## config.mk

```make
export PLATFORM = sky130hd
export DESIGN_NAME = ohs_ctrl
export DESIGN_NICKNAME = d
export VERILOG_FILES = /design/src/ohs_pkg.sv /design/src/ohs_ctrl.sv
export SDC_FILE = /design/constraint.sdc
export NUM_CORES = 1
export LEC_CHECK = 0
export ABC_CLOCK_PERIOD_IN_PS = 1100
export BUFFER_PORTS_ARGS = -buffer_cell sky130_fd_sc_hd__buf_2
export CAP_MARGIN = 10
export CORE_AREA = 3 3 40 42
export CTS_CLUSTER_DIAMETER = 150
export DETAILED_ROUTE_END_ITERATION = 10
export DIE_AREA = 0 0 43 45
export HOLD_SLACK_MARGIN = 0.05
export PLACE_DENSITY = 0.66
export SYNTH_ARGS = -nofsm -noshare
export SYNTH_HDL_FRONTEND = slang
export SYNTH_SLANG_ARGS = --single-unit
```

## constraint.sdc

```tcl
create_clock -name clk -period 1.1 [get_ports clk]
set_input_delay 0 -clock clk [delete_from_list [all_inputs] [get_ports clk]]
set_output_delay 0 -clock clk [all_outputs]
set_load 0.05 [all_outputs]
```

## src/ohs_pkg.sv

```systemverilog
// Shared types and constants for the open-addressing hash set.
// Holds word layouts, operation and status codes, controller states and
// the command/status structs. No dependencies.
package ohs_pkg;

    // Default sizing
    localparam int DEF_CAPACITY  = 1024;
    localparam int DEF_KEY_WIDTH = 64;

    // Field widths of the request and response words
    localparam int KIND_W   = 2;
    localparam int KEY_IN_W = 64;
    localparam int STATUS_W = 3;
    localparam int SLOT_W   = 10;
    localparam int COUNT_W  = 10;
    localparam int LIMIT_W  = 10;

    // Register port
    localparam int PADDR_W = 3;
    localparam int PDATA_W = 32;
    localparam logic [PADDR_W-3:0] REG_FILL_LIMIT   = 1'b0;
    localparam logic [LIMIT_W-1:0] FILL_LIMIT_RESET = 10'd896;

    // Operation codes
    localparam logic [KIND_W-1:0] KIND_LOOKUP = 2'd0;
    localparam logic [KIND_W-1:0] KIND_INSERT = 2'd1;
    localparam logic [KIND_W-1:0] KIND_CLEAR  = 2'd2;

    // Result codes
    localparam logic [STATUS_W-1:0] ST_HIT      = 3'd0;
    localparam logic [STATUS_W-1:0] ST_MISS     = 3'd1;
    localparam logic [STATUS_W-1:0] ST_INSERTED = 3'd2;
    localparam logic [STATUS_W-1:0] ST_PRESENT  = 3'd3;
    localparam logic [STATUS_W-1:0] ST_FULL     = 3'd4;
    localparam logic [STATUS_W-1:0] ST_CLEARED  = 3'd5;

    typedef struct packed {
        logic [KIND_W-1:0]   kind;
        logic [KEY_IN_W-1:0] key;
    } req_word_t;

    typedef struct packed {
        logic [STATUS_W-1:0] status;
        logic [SLOT_W-1:0]   slot;
        logic [COUNT_W-1:0]  entry_count;
    } rsp_word_t;

    typedef enum logic [2:0] {
        S_INIT,
        S_IDLE,
        S_READ,
        S_CHECK,
        S_WRITE,
        S_SWEEP,
        S_DONE
    } state_t;

    // Controller to datapath
    typedef struct packed {
        logic                load;
        logic                rd;
        logic                adv;
        logic                wr_key;
        logic                sweep;
        logic                cnt_inc;
        logic                cnt_clr;
        logic                set_res;
        logic [STATUS_W-1:0] res_status;
        logic                res_slot_en;
        logic                out_load;
    } cmd_t;

    // Datapath to controller
    typedef struct packed {
        logic sweep_last;
        logic slot_empty;
        logic slot_match;
        logic probe_last;
        logic below_limit;
        logic is_insert;
        logic out_free;
    } sts_t;

endpackage

```

## src/ohs_ctrl.sv

```systemverilog
// Controller state machine for the hash set: sequences sweeps, probes,
// inserts and result hand-off. Depends on ohs_pkg.
module ohs_ctrl
    import ohs_pkg::*;
(
    input  logic              clk,
    input  logic              rst_n,
    input  logic              req_valid,
    input  logic [KIND_W-1:0] req_kind,
    output logic              req_stall,
    input  sts_t              sts,
    output cmd_t              cmd
);

    state_t state_reg;
    state_t state_next;

    // State register
    always_ff @(posedge clk or negedge rst_n)
    begin
        if (!rst_n)
        begin
            state_reg <= S_INIT;
        end
        else
        begin
            state_reg <= state_next;
        end
    end

    // Next state and commands
    always_comb
    begin
        state_next = state_reg;
        cmd        = '0;
        req_stall  = 1'b1;
        case (state_reg)
            // Empty every slot once after reset
            S_INIT:
            begin
                cmd.sweep = 1'b1;
                if (sts.sweep_last)
                begin
                    state_next = S_IDLE;
                end
            end
            S_IDLE:
            begin
                req_stall = 1'b0;
                if (req_valid)
                begin
                    cmd.load = 1'b1;
                    if (req_kind == KIND_CLEAR)
                    begin
                        state_next = S_SWEEP;
                    end
                    else
                    begin
                        state_next = S_READ;
                    end
                end
            end
            S_READ:
            begin
                cmd.rd     = 1'b1;
                state_next = S_CHECK;
            end
            // Decide on the slot just read
            S_CHECK:
            begin
                if (sts.slot_empty)
                begin
                    if (sts.is_insert && sts.below_limit)
                    begin
                        state_next = S_WRITE;
                    end
                    else
                    begin
                        cmd.set_res    = 1'b1;
                        cmd.res_status = sts.is_insert ? ST_FULL : ST_MISS;
                        state_next     = S_DONE;
                    end
                end
                else if (sts.slot_match)
                begin
                    cmd.set_res     = 1'b1;
                    cmd.res_slot_en = 1'b1;
                    cmd.res_status  = sts.is_insert ? ST_PRESENT : ST_HIT;
                    state_next      = S_DONE;
                end
                else if (sts.probe_last)
                begin
                    cmd.set_res    = 1'b1;
                    cmd.res_status = sts.is_insert ? ST_FULL : ST_MISS;
                    state_next     = S_DONE;
                end
                else
                begin
                    cmd.adv    = 1'b1;
                    state_next = S_READ;
                end
            end
            S_WRITE:
            begin
                cmd.wr_key      = 1'b1;
                cmd.cnt_inc     = 1'b1;
                cmd.set_res     = 1'b1;
                cmd.res_slot_en = 1'b1;
                cmd.res_status  = ST_INSERTED;
                state_next      = S_DONE;
            end
            // Clear operation: empty every slot, then drop the count
            S_SWEEP:
            begin
                cmd.sweep = 1'b1;
                if (sts.sweep_last)
                begin
                    cmd.cnt_clr    = 1'b1;
                    cmd.set_res    = 1'b1;
                    cmd.res_status = ST_CLEARED;
                    state_next     = S_DONE;
                end
            end
            // Hold the result until the output register is free
            S_DONE:
            begin
                if (sts.out_free)
                begin
                    cmd.out_load = 1'b1;
                    state_next   = S_IDLE;
                end
            end
            default:
            begin
                state_next = S_INIT;
            end
        endcase
    end

endmodule

```

# Word level (Yosys, flattened, before mapping)
# Index checks and enable logic that the tools add are counted.
[totals] register_bits=3 out_inout_bits=14
[classes] n_mux=34 n_eq_ne=11 n_reduce_logical=4
[ops] cell="2-to-1 mux 3 bit" count=9
[ops] cell="one-hot mux 3 bit (7 select lines)" count=1
[ops] cell="2-to-1 mux 4 bit" count=4
[ops] cell="2-to-1 mux 1 bit" count=15
[ops] cell="one-hot mux 4 bit (3 select lines)" count=1
[ops] cell="equality test 3 bit, second input constant" count=3
[ops] cell="inequality test 2 bit, second input constant" count=4
[ops] cell="equality test 3 x 2 -> 1 bit, second input constant" count=2
[ops] cell="2-to-1 mux 5 bit" count=1
[ops] cell="2-to-1 mux 2 bit" count=2
[ops] cell="AND reduction 4 bit" count=1
[ops] cell="equality test 3 x 1 -> 1 bit, second input constant" count=1
[ops] cell="zero test 3 bit" count=1
[ops] cell="equality test 2 bit, second input constant" count=1
[ops] cell="one-hot mux 1 bit (2 select lines)" count=1
[ops] cell="OR reduction 2 bit" count=1
[ops] cell="logical AND 1 bit" count=1

# Longest topological paths before layout
# Gate-level depths: netlist of the first run.
[logic_depth] ltp_word=5 depth_mapped=5 depth_no_buf=4

# Least setup slack after synthesis of the first run
# OpenSTA, ideal clock, no wires.
[synth_path] kind="register to output" from="register state_reg[2]" to="output port cmd[10] (netlist bit)" stages_incl_launch_ff=4 t_arrival_ns=2.114 t_required_ns=1.100 setup_slack_ns=-1.014 path_cell_list="dfrtp_1 > buf_6 > nand3b_1 > nor4_1"
[synth_lines] element="start: declaration" line_no="ohs_ctrl.sv:15" source="state_t state_reg;"
[synth_lines] element="start signal: assignment" line_no="ohs_ctrl.sv:27" source="state_reg <= state_next;"
[synth_lines] element="end: declaration" line_no="ohs_ctrl.sv:12" source="output cmd_t cmd"

==> impl_metrics.tcl, run 1 <==
set metrics [dict create \
    gp_congestion 0.784 \
    yosys-mux-area-fraction 0.0453 \
    numCtsBuffers 3 \
    post_synth.cell_area_avg_sq_um 6.90 \
    end_kind "primary output" \
    layout.nets 124 \
    place.detailed.hpwl_microns 1130 \
    detail_route.drc_violations 0 \
    synth.distinct_cells 28 \
    max_slew.worst_pin.slew_ns 0.403 \
    synth_enable_flop_cells 0 \
    static-leakage-power_nw 0.453 \
    drt-total-wl_microns 1780 \
    adder_cell_share_of_the_synthesized_area 0 \
    cp_slowest_stage_delay_ns 0.41 \
    synth_simple_gate_area_frac 0.348 \
    status "finished, violations left" \
    synth_nets 76 \
    library_cell_used_as_clock_root_buffer "clkbuf_4" \
    clk-insertion-delay-late_ns 0.24 \
    die_height_microns 45 \
    synth-compound-area-share 0.289 \
    finalHoldWorstSlack_ns 0.0961 \
    antenna_left 0 \
    timing.critical_path.fanout_max 4 \
    yosysSeqAreaShare 0.170 \
    rsz_0062_raised_after_global_routing "true" \
    placement_rows 13 \
    ff_latch_area_sq_um 77.6 \
    grt_remaining_overflow 0 \
    finalWorstPathRequiredPeriod_ns 1.52 \
    antenna_cells_inserted 0 \
    timing.slew.headroom 0.728 \
    period_share 1.38 \
    layout_commonest_cell "buf_4" \
    synth_async_sr_flop_share 1.00 \
    layout-area-overhead-vs-synth_pct 125 \
    wl_per_cell_microns 14.1 \
    dr.first_iter.drc_count 7 \
    worst_setup_path_start_kind "flip-flop" \
    dr.pass1.iters 4 \
    setup.reg_to_reg.worst_slack_ns -0.38 \
    min_path_type "in2async" \
    clk_pin_slew_worst_paths_ns 0.04 \
    ys_warn_count 0 \
    layout.cells.non_filler 126 \
    drt-vias-per-instance 5.23 \
    cp_common_cell "buf_4" \
    number_of_flip_flops_in_the_largest_register 3 \
    most-common-layout-cells "18 x buf_4, 16 x buf_6, 11 x buf_2" \
    die_w_microns 43 \
    grt.met2_usage 0.350 \
    postSynthRegisterBits 3 \
    syn-cell-area_sq_um 442 \
    power.density_mw_per_mm2 3210 \
    worst_setup_path_class "reg2out" \
    n_fill_cell 96 \
    globalRoute.busiestLayer "met2" \
    numClockSinks 3 \
    synth_top_cell_area_share 0.170 \
    global_route_wire_length_before_repair_microns 2700 \
    cp.arrival_ns 1.52 \
    dp.cells 113 \
    worst_path_required_time_ns 1.10 \
    most_area_consuming_cells_after_synthesis "dfrtp_1 17%, nor2_1 6.8%, nand2_1 5.9%, o21ai_0 5.7%, inv_1 5.1%" \
    global_route.usage.met1 0.190 \
    timing.fmax_mhz 657 \
    cells_traversed_along_the_worst_timing_path "nand3b_1 -> buf_4 -> buf_6 -> nor4_2 -> buf_4" \
    crit_path_top_delay_cell "dfrtp_1" \
    boundaryPins 26 \
    synth_cells 64 \
    ir_drop_uv 1560 \
    synth_xor_area_frac 0.0198 \
    vias 659 \
    finalSetupViolations 17 \
    cts.htree.levels 1 \
    synth_top_family_by_area "simple AND/OR/NAND/NOR gates" \
    grt_start_max_net_pins 9 \
    timing.final.hold_violations 0 \
    design.die.area_sq_mm 0.00194 \
    cts_tree "built" \
    yosys.area.top_type "dfrtp_1" \
    violations "negative setup slack" \
    setup_ws_ns -0.423 \
    groute.layer.met3.usage 0.00797 \
    synth_top_flop_cell "dfrtp_1" \
    clk_path_buf_depth 2 \
    grt_util_all_layers 0.186 \
    multi_input_area_sq_um 430 \
    grt_pass1_vias 613 \
    port_buffers 25 \
    maxCapViolations 0 \
    floorplan.core_area_sq_mm 0.00128 \
    fin_skew_ns 0.00103 \
    number_of_slew_limit_violations_in_the_final_report 0 \
    post_route_cells_drive_above_1_share 0.694 \
    initial_core_util 0.344 \
    antenna_found_initial 0 \
]
## power by group
part	total, W	internal, W	switching (W)	leakage [nW]
sequential	0.000274	0.000174	0.0000999	0.0346
combinational	0.00272	0.00123	0.00148	0.403
clock	0.000201	0.000136	0.0000650	0.0150
total	0.00319	0.00154	0.00165	0.453
## path summary, 6_finish.rpt
check                      depth (start not counted)                  endpoint                startpoint
setup / recovery                                   5                   cmd[10]  state_reg[2]$_DFFE_PN0P_
hold / removal                                     2  state_reg[2]$_DFFE_PN0P_                     rst_n
setup reg to reg                                   7  state_reg[2]$_DFFE_PN0P_  state_reg[2]$_DFFE_PN0P_
hold reg to reg                                    4  state_reg[2]$_DFFE_PN0P_  state_reg[1]$_DFFE_PN0P_
max in group asynchronous                          2  state_reg[1]$_DFFE_PN0P_                     rst_n
min in group clk                                   3  state_reg[0]$_DFFE_PN0P_               req_kind[1]
## layer usage
metal | share of wire | routed length, microns | up-vias
met5 | 0 | 0 | -
met4 | 0.025 | 45 | 0
met3 | 0.037 | 65 | 5
met2 | 0.57 | 1010 | 20
met1 | 0.37 | 661 | 314
li1 | - | - | 320
## cell families (layout without fill, tap and decap cells)
| family | Yosys count | in the layout |
|---|---|---|
| compound gates | 18 | 18 |
| xor+xnor | 1 | 1 |
| buf+inv | 11 | 58 |
| flops | 3 | 3 |
| mux | 2 | 2 |
| simple gates | 29 | 29 |
## through the flow
stage,total power (W),utilization,setup WS (ns),cell area (sq um),setup TNS [ns]
2_1_floorplan,0.00174,-,-0.592,528,-3.01
3_3_place_gp,0.00224,0.571,-0.208,733,-1.88
3_5_place_dp,0.00226,0.571,-0.211,733,-2.13
4_1_cts,0.00301,0.734,-0.401,943,-4.35
5_1_grt,0.00335,0.773,-0.479,993,-6.39
6_report,0.00319,0.773,-0.423,993,-5.50
## cell usage after synthesis (2+ instances only)
cell and n:
dfrtp_1 3, nor2_1 8, nand2_1 7, buf_2 3, o21ai_0 5, nand2b_1 3, nand3_1 2, nor4_1 2
a21oi_1 2, nand3b_1 2, mux2i_1 2, o211ai_1 2, nor2b_1 2, inv_1 6, a31o_2 2
## timing repair
action,in CTS,in global routing
setup buffers,5,3
endpoints found under the setup margin,17,17
hold endpoints to repair,3,0
hold buffers,1,0
pin swaps,5,4
resized for setup,40,7
## cell type report
| cell class | count | area share |
|---|---|---|
| clock buffers | 4 | 0.0264 |
| multi-input cells | 50 | 0.433 |
| well taps | 15 | 0.0189 |
| inverters | 6 | 0.0302 |
| flip-flops and latches | 3 | 0.0781 |
| repair buffers | 48 | 0.413 |
## critical path: cells and delay by family (launching register included)
family                 cells  cell delay [ns]
and+or+nand+nor            2             0.35
DFF                        1             0.41
buffers and inverters      3             0.51
No activity file was read; power rests on OpenSTA's default activity.
==> run 2, diff against run 1 <==
--- a/config.mk
+++ b/config.mk
@@ -7,5 +7,4 @@
 export LEC_CHECK = 0
 export ABC_CLOCK_PERIOD_IN_PS = 1100
-export BUFFER_PORTS_ARGS = -buffer_cell sky130_fd_sc_hd__buf_2
 export CAP_MARGIN = 10
 export CORE_AREA = 3 3 40 42
@@ -13,6 +12,6 @@
 export DETAILED_ROUTE_END_ITERATION = 10
 export DIE_AREA = 0 0 43 45
+export DONT_BUFFER_PORTS = 1
 export HOLD_SLACK_MARGIN = 0.05
-export PLACE_DENSITY = 0.66
 export SYNTH_ARGS = -nofsm -noshare
 export SYNTH_HDL_FRONTEND = slang
==> constraint.sdc (replaced) <==
create_clock -name clk -period 1.1 [get_ports clk]
set_input_delay 0 -clock clk [delete_from_list [all_inputs] [get_ports clk]]
set_output_delay 0 -clock clk [all_outputs]
set_load 0.1 [all_outputs]
==> impl_metrics.tcl, run 2 (synthesized netlist as in run 1, its figures left out) <==
set metrics [dict create \
    violations "negative setup slack" \
    drt-vias-per-instance 5.49 \
    setup.reg_to_reg.worst_slack_ns -0.40 \
    timing.final.hold_violations 0 \
    grt_pass1_vias 603 \
    worst_path_required_time_ns 1.10 \
    die_w_microns 43 \
    floorplan.core_area_sq_mm 0.00128 \
    timing.slew.headroom 0.729 \
    n_fill_cell 71 \
    clk-insertion-delay-late_ns 0.24 \
    timing.fmax_mhz 647 \
    finalSetupViolations 17 \
    hold_depth 2 \
    antenna_left 0 \
    cp.arrival_ns 1.54 \
    library_cell_used_as_clock_root_buffer "clkbuf_4" \
    worst_setup_path_class "reg2out" \
    worst_setup_path_start_kind "flip-flop" \
    final_core_utilization 0.826 \
    status "finished, violations left" \
    max_slew.worst_pin.slew_ns 0.403 \
    number_of_flip_flops_in_the_largest_register 3 \
    port_buffers 0 \
    dr.first_iter.drc_count 5 \
    setup_ws_ns -0.445 \
    finalWorstPathRequiredPeriod_ns 1.54 \
    global_route_wire_length_before_repair_microns 2550 \
    launching_element_of_the_worst_setup_path "state_reg[2]$_DFFE_PN0P_" \
    worst_reg2reg_path_depth 6 \
    maxCapViolations 0 \
    number_of_slew_limit_violations_in_the_final_report 0 \
    vias 615 \
    dr.pass1.iters 4 \
    clk_pin_slew_worst_paths_ns 0.04 \
    end_kind "primary output" \
    boundaryPins 26 \
    layout-area-overhead-vs-synth_pct 140 \
    min_path_type "in2reg" \
    rsz_0062_raised_after_global_routing "true" \
    numClockSinks 3 \
    wl_per_cell_microns 16.1 \
    post_route_cells_drive_above_1_share 0.649 \
    timing.critical_path.fanout_max 2 \
    numCtsBuffers 3 \
    layout_commonest_cell "buf_12" \
    design.die.area_sq_mm 0.00194 \
    worst_r2r_startpoint "state_reg[2]$_DFFE_PN0P_" \
    regToRegEndpoint "state_reg[2]$_DFFE_PN0P_" \
    drt-total-wl_microns 1800 \
    clk_path_buf_depth 2 \
    most-common-layout-cells "11 x buf_12, 10 x buf_6, 9 x buf_4" \
    die_height_microns 45 \
    endpoint "cmd[5]" \
    antenna_cells_inserted 0 \
    cts.htree.levels 1 \
    initial_core_util 0.344 \
    antenna_found_initial 0 \
    grt_remaining_overflow 0 \
    period_share 1.40 \
    layout.nets 110 \
    gp_congestion 0.854 \
    detail_route.drc_violations 0 \
    grt_util_all_layers 0.172 \
    cts_tree "built" \
    placement_rows 13 \
    grt_start_max_net_pins 17 \
    fin_skew_ns 0.00601 \
    place.detailed.hpwl_microns 1140 \
    finalHoldWorstSlack_ns 0.0629 \
]
-- run 2: final cells by class --
type / count / area (sq um) / share of cell area
Clock buffer: 4 / 26.3 / 0.0248
Inverter: 6 / 30.0 / 0.0283
Multi-Input combinational cell: 50 / 453 / 0.427
Sequential cell: 3 / 77.6 / 0.0731
Tap cell: 15 / 18.8 / 0.0177
Timing Repair Buffer: 34 / 455 / 0.429
-- run 2: per-layer routing --
metal  GRT usage  share of wire  vias to the layer above
met2       0.365           0.56                       32
met1       0.167           0.36                      288
li1            -              -                      291
met4      0.0663          0.011                        0
met3      0.0159          0.063                        4
met5           0              0                        -
-- run 2: through the flow --
stage	area (sq um)	std cells	TNS, ns	setup slack [ns]
finish	1060	112	-6.35	-0.445
global route	1060	112	-6.92	-0.486
CTS	997	109	-5.91	-0.452
detailed placement	858	99	-1.98	-0.242
global placement	858	99	-1.67	-0.201
floorplan	526	64	-7.61	-1.27
-- run 2: critical path, stage by stage (launching register included) --
cell and delay (ns):
dfrtp_1 0.38, nand3b_1 0.19, a31o_2 0.24, o211ai_1 0.24
clkbuf_16 0.26
-- run 2: worst min-delay path by stage --
stage | from | end | slack (ns)
after global placement | rst_n | state_reg[0]$_DFFE_PN0P_ | -0.30
after CTS | sts[6] | state_reg[0]$_DFFE_PN0P_ | 0.06
after global routing | sts[6] | state_reg[0]$_DFFE_PN0P_ | 0.07
after floorplan | rst_n | state_reg[0]$_DFFE_PN0P_ | -0.30
after detailed placement | rst_n | state_reg[0]$_DFFE_PN0P_ | -0.30
final | sts[6] | state_reg[0]$_DFFE_PN0P_ | 0.06
-- run 2: repair_timing --
action | 4_1_cts | 5_1_grt
setup buffers | 4 | 3
endpoints found under the hold margin | 4 | 0
setup endpoints to repair | 17 | 17
gates resized for setup | 16 | 8
hold buffers | 3 | 0
pin swaps | 8 | 8
Power of run 2 is not shown: default switching activity piles up to over one toggle a cycle in this logic, so the estimate is an artifact.
==> run 3, diff against run 2 <==
==> constraint.sdc (replaced) <==
create_clock -name clk -period 1.1 [get_ports clk]
set_input_delay 0.165 -clock clk [delete_from_list [all_inputs] [get_ports clk]]
set_output_delay 0.165 -clock clk [all_outputs]
set_load 0.1 [all_outputs]
==> impl_metrics.tcl, run 3 (synthesized netlist as in run 1, its figures left out) <==
set metrics [dict create \
    most-common-layout-cells "14 x buf_4, 13 x buf_12, 8 x buf_6" \
    antenna_cells_inserted 0 \
    status "finished, violations left" \
    clk-insertion-delay-late_ns 0.23 \
    fin_skew_ns 0.00203 \
    global_route_wire_length_before_repair_microns 2360 \
    initial_core_util 0.344 \
    drt-vias-per-instance 5.50 \
    cp.arrival_ns 1.61 \
    finalWorstPathRequiredPeriod_ns 1.77 \
    n_fill_cell 63 \
    crit_path_top_delay_cell "dfrtp_1" \
    finalSetupViolations 17 \
    layout.nets 114 \
    end_kind "primary output" \
    clk_path_buf_depth 2 \
    period_share 1.61 \
    post_dp_cell_area_sq_um 866 \
    timing.final.hold_violations 0 \
    detail_route.drc_violations 0 \
    fin_setup_tns_ns -8.13 \
    place.detailed.hpwl_microns 1110 \
    final_core_utilization 0.871 \
    numCtsBuffers 3 \
    layout-area-overhead-vs-synth_pct 154 \
    timing.fmax_mhz 564 \
    worst_path_required_time_ns 0.94 \
    die_height_microns 45 \
    antenna_found_initial 0 \
    number_of_slew_limit_violations_in_the_final_report 0 \
    cts_tree "built" \
    grt_util_all_layers 0.163 \
    cells_traversed_along_the_worst_timing_path "nand3b_1 -> a31o_2 -> o211ai_1 -> clkbuf_16" \
    layout.cell_area.non_filler_sq_mm 0.00112 \
    rsz_0062_raised_after_global_routing "true" \
    numClockSinks 3 \
    timing.critical_path.fanout_max 3 \
    post_route_cells_drive_above_1_share 0.693 \
    dr.first_iter.drc_count 4 \
    worst_setup_path_start_kind "flip-flop" \
    clk_pin_slew_worst_paths_ns 0.04 \
    boundaryPins 26 \
    design.die.area_sq_mm 0.00194 \
    min_path_type "in2async" \
    wl_per_cell_microns 15.6 \
    max_slew.worst_pin.slew_ns 0.374 \
    maxCapViolations 0 \
    cp_slowest_stage_delay_ns 0.39 \
    violations "negative setup slack" \
    library_cell_used_as_clock_root_buffer "clkbuf_4" \
    antenna_left 0 \
    floorplan.core_area_sq_mm 0.00128 \
    layout_commonest_cell "buf_4" \
    grt_remaining_overflow 0 \
    placement_rows 13 \
    worst_setup_path_class "reg2out" \
    setup_ws_ns -0.675 \
    dr.pass1.iters 4 \
    drt-total-wl_microns 1810 \
    vias 638 \
    timing.critical_path.buf_inv 1 \
    die_w_microns 43 \
    number_of_flip_flops_in_the_largest_register 3 \
    cts.htree.levels 1 \
    grt_start_max_net_pins 17 \
    layout.cells.non_filler 116 \
    cp_top_family "compound AO/OA/AOI/OAI gates" \
    gp_congestion 0.797 \
    grt_pass1_vias 603 \
    timing.slew.headroom 0.747 \
    dp.cells 100 \
    port_buffers 0 \
]
run 3: cell types whose count changed in the layout (fill, tap and decap cells not counted), moves of 2 or more:
cell	before	now
nand2_2	1	3
nor2_2	2	0
buf_6	10	8
nor2_4	4	6
buf_12	11	13
buf_4	9	14
dlygate4sd3_1	3	1
run 3: path summary, 6_finish.rpt:
path / start / to / slack, ns / depth (start not counted)
min in group clk: sts[6] / state_reg[0]$_DFFE_PN0P_ / 0.19 / 2
hold reg to reg: state_reg[2]$_DFFE_PN0P_ / state_reg[2]$_DFFE_PN0P_ / 0.74 / 3
setup reg to reg: state_reg[2]$_DFFE_PN0P_ / state_reg[2]$_DFFE_PN0P_ / -0.44 / 6
hold / removal: rst_n / state_reg[1]$_DFFE_PN0P_ / 0.18 / 1
max in group asynchronous: rst_n / state_reg[1]$_DFFE_PN0P_ / 0.77 / 1
setup / recovery: state_reg[2]$_DFFE_PN0P_ / cmd[5] / -0.67 / 4
run 3: area by class of cell:
class | instances | area (sq um) | area share
Multi-Input combinational cell | 50 | 460 | 0.411
Sequential cell | 3 | 76.3 | 0.0682
Tap cell | 15 | 18.8 | 0.0168
Timing Repair Buffer | 38 | 505 | 0.451
Inverter | 6 | 32.5 | 0.0291
Clock buffer | 4 | 26.3 | 0.0235
run 3: routing by layer:
layer,vias up,GRT usage,wire [microns]
met3,4,0.0159,113
met1,306,0.161,680
met4,0,0.139,24
li1,302,-,-
met2,26,0.305,989
met5,-,0,0
run 3: per-stage QoR:
step	worst slack (ns)	hold WS, ns
global placement	-0.310	-0.131
finish	-0.675	0.180
global route	-0.761	0.186
CTS	-0.611	0.178
detailed placement	-0.368	-0.131
floorplan	-1.44	-0.131
run 3: timing repair:
action	in CTS	in global routing
pin swaps	3	12
endpoints found under the setup margin	17	17
hold endpoints to repair	3	0
buffers inserted	3	10
resized for setup	15	20
hold buffers	1	0
Power of run 3 is left out for the same reason.
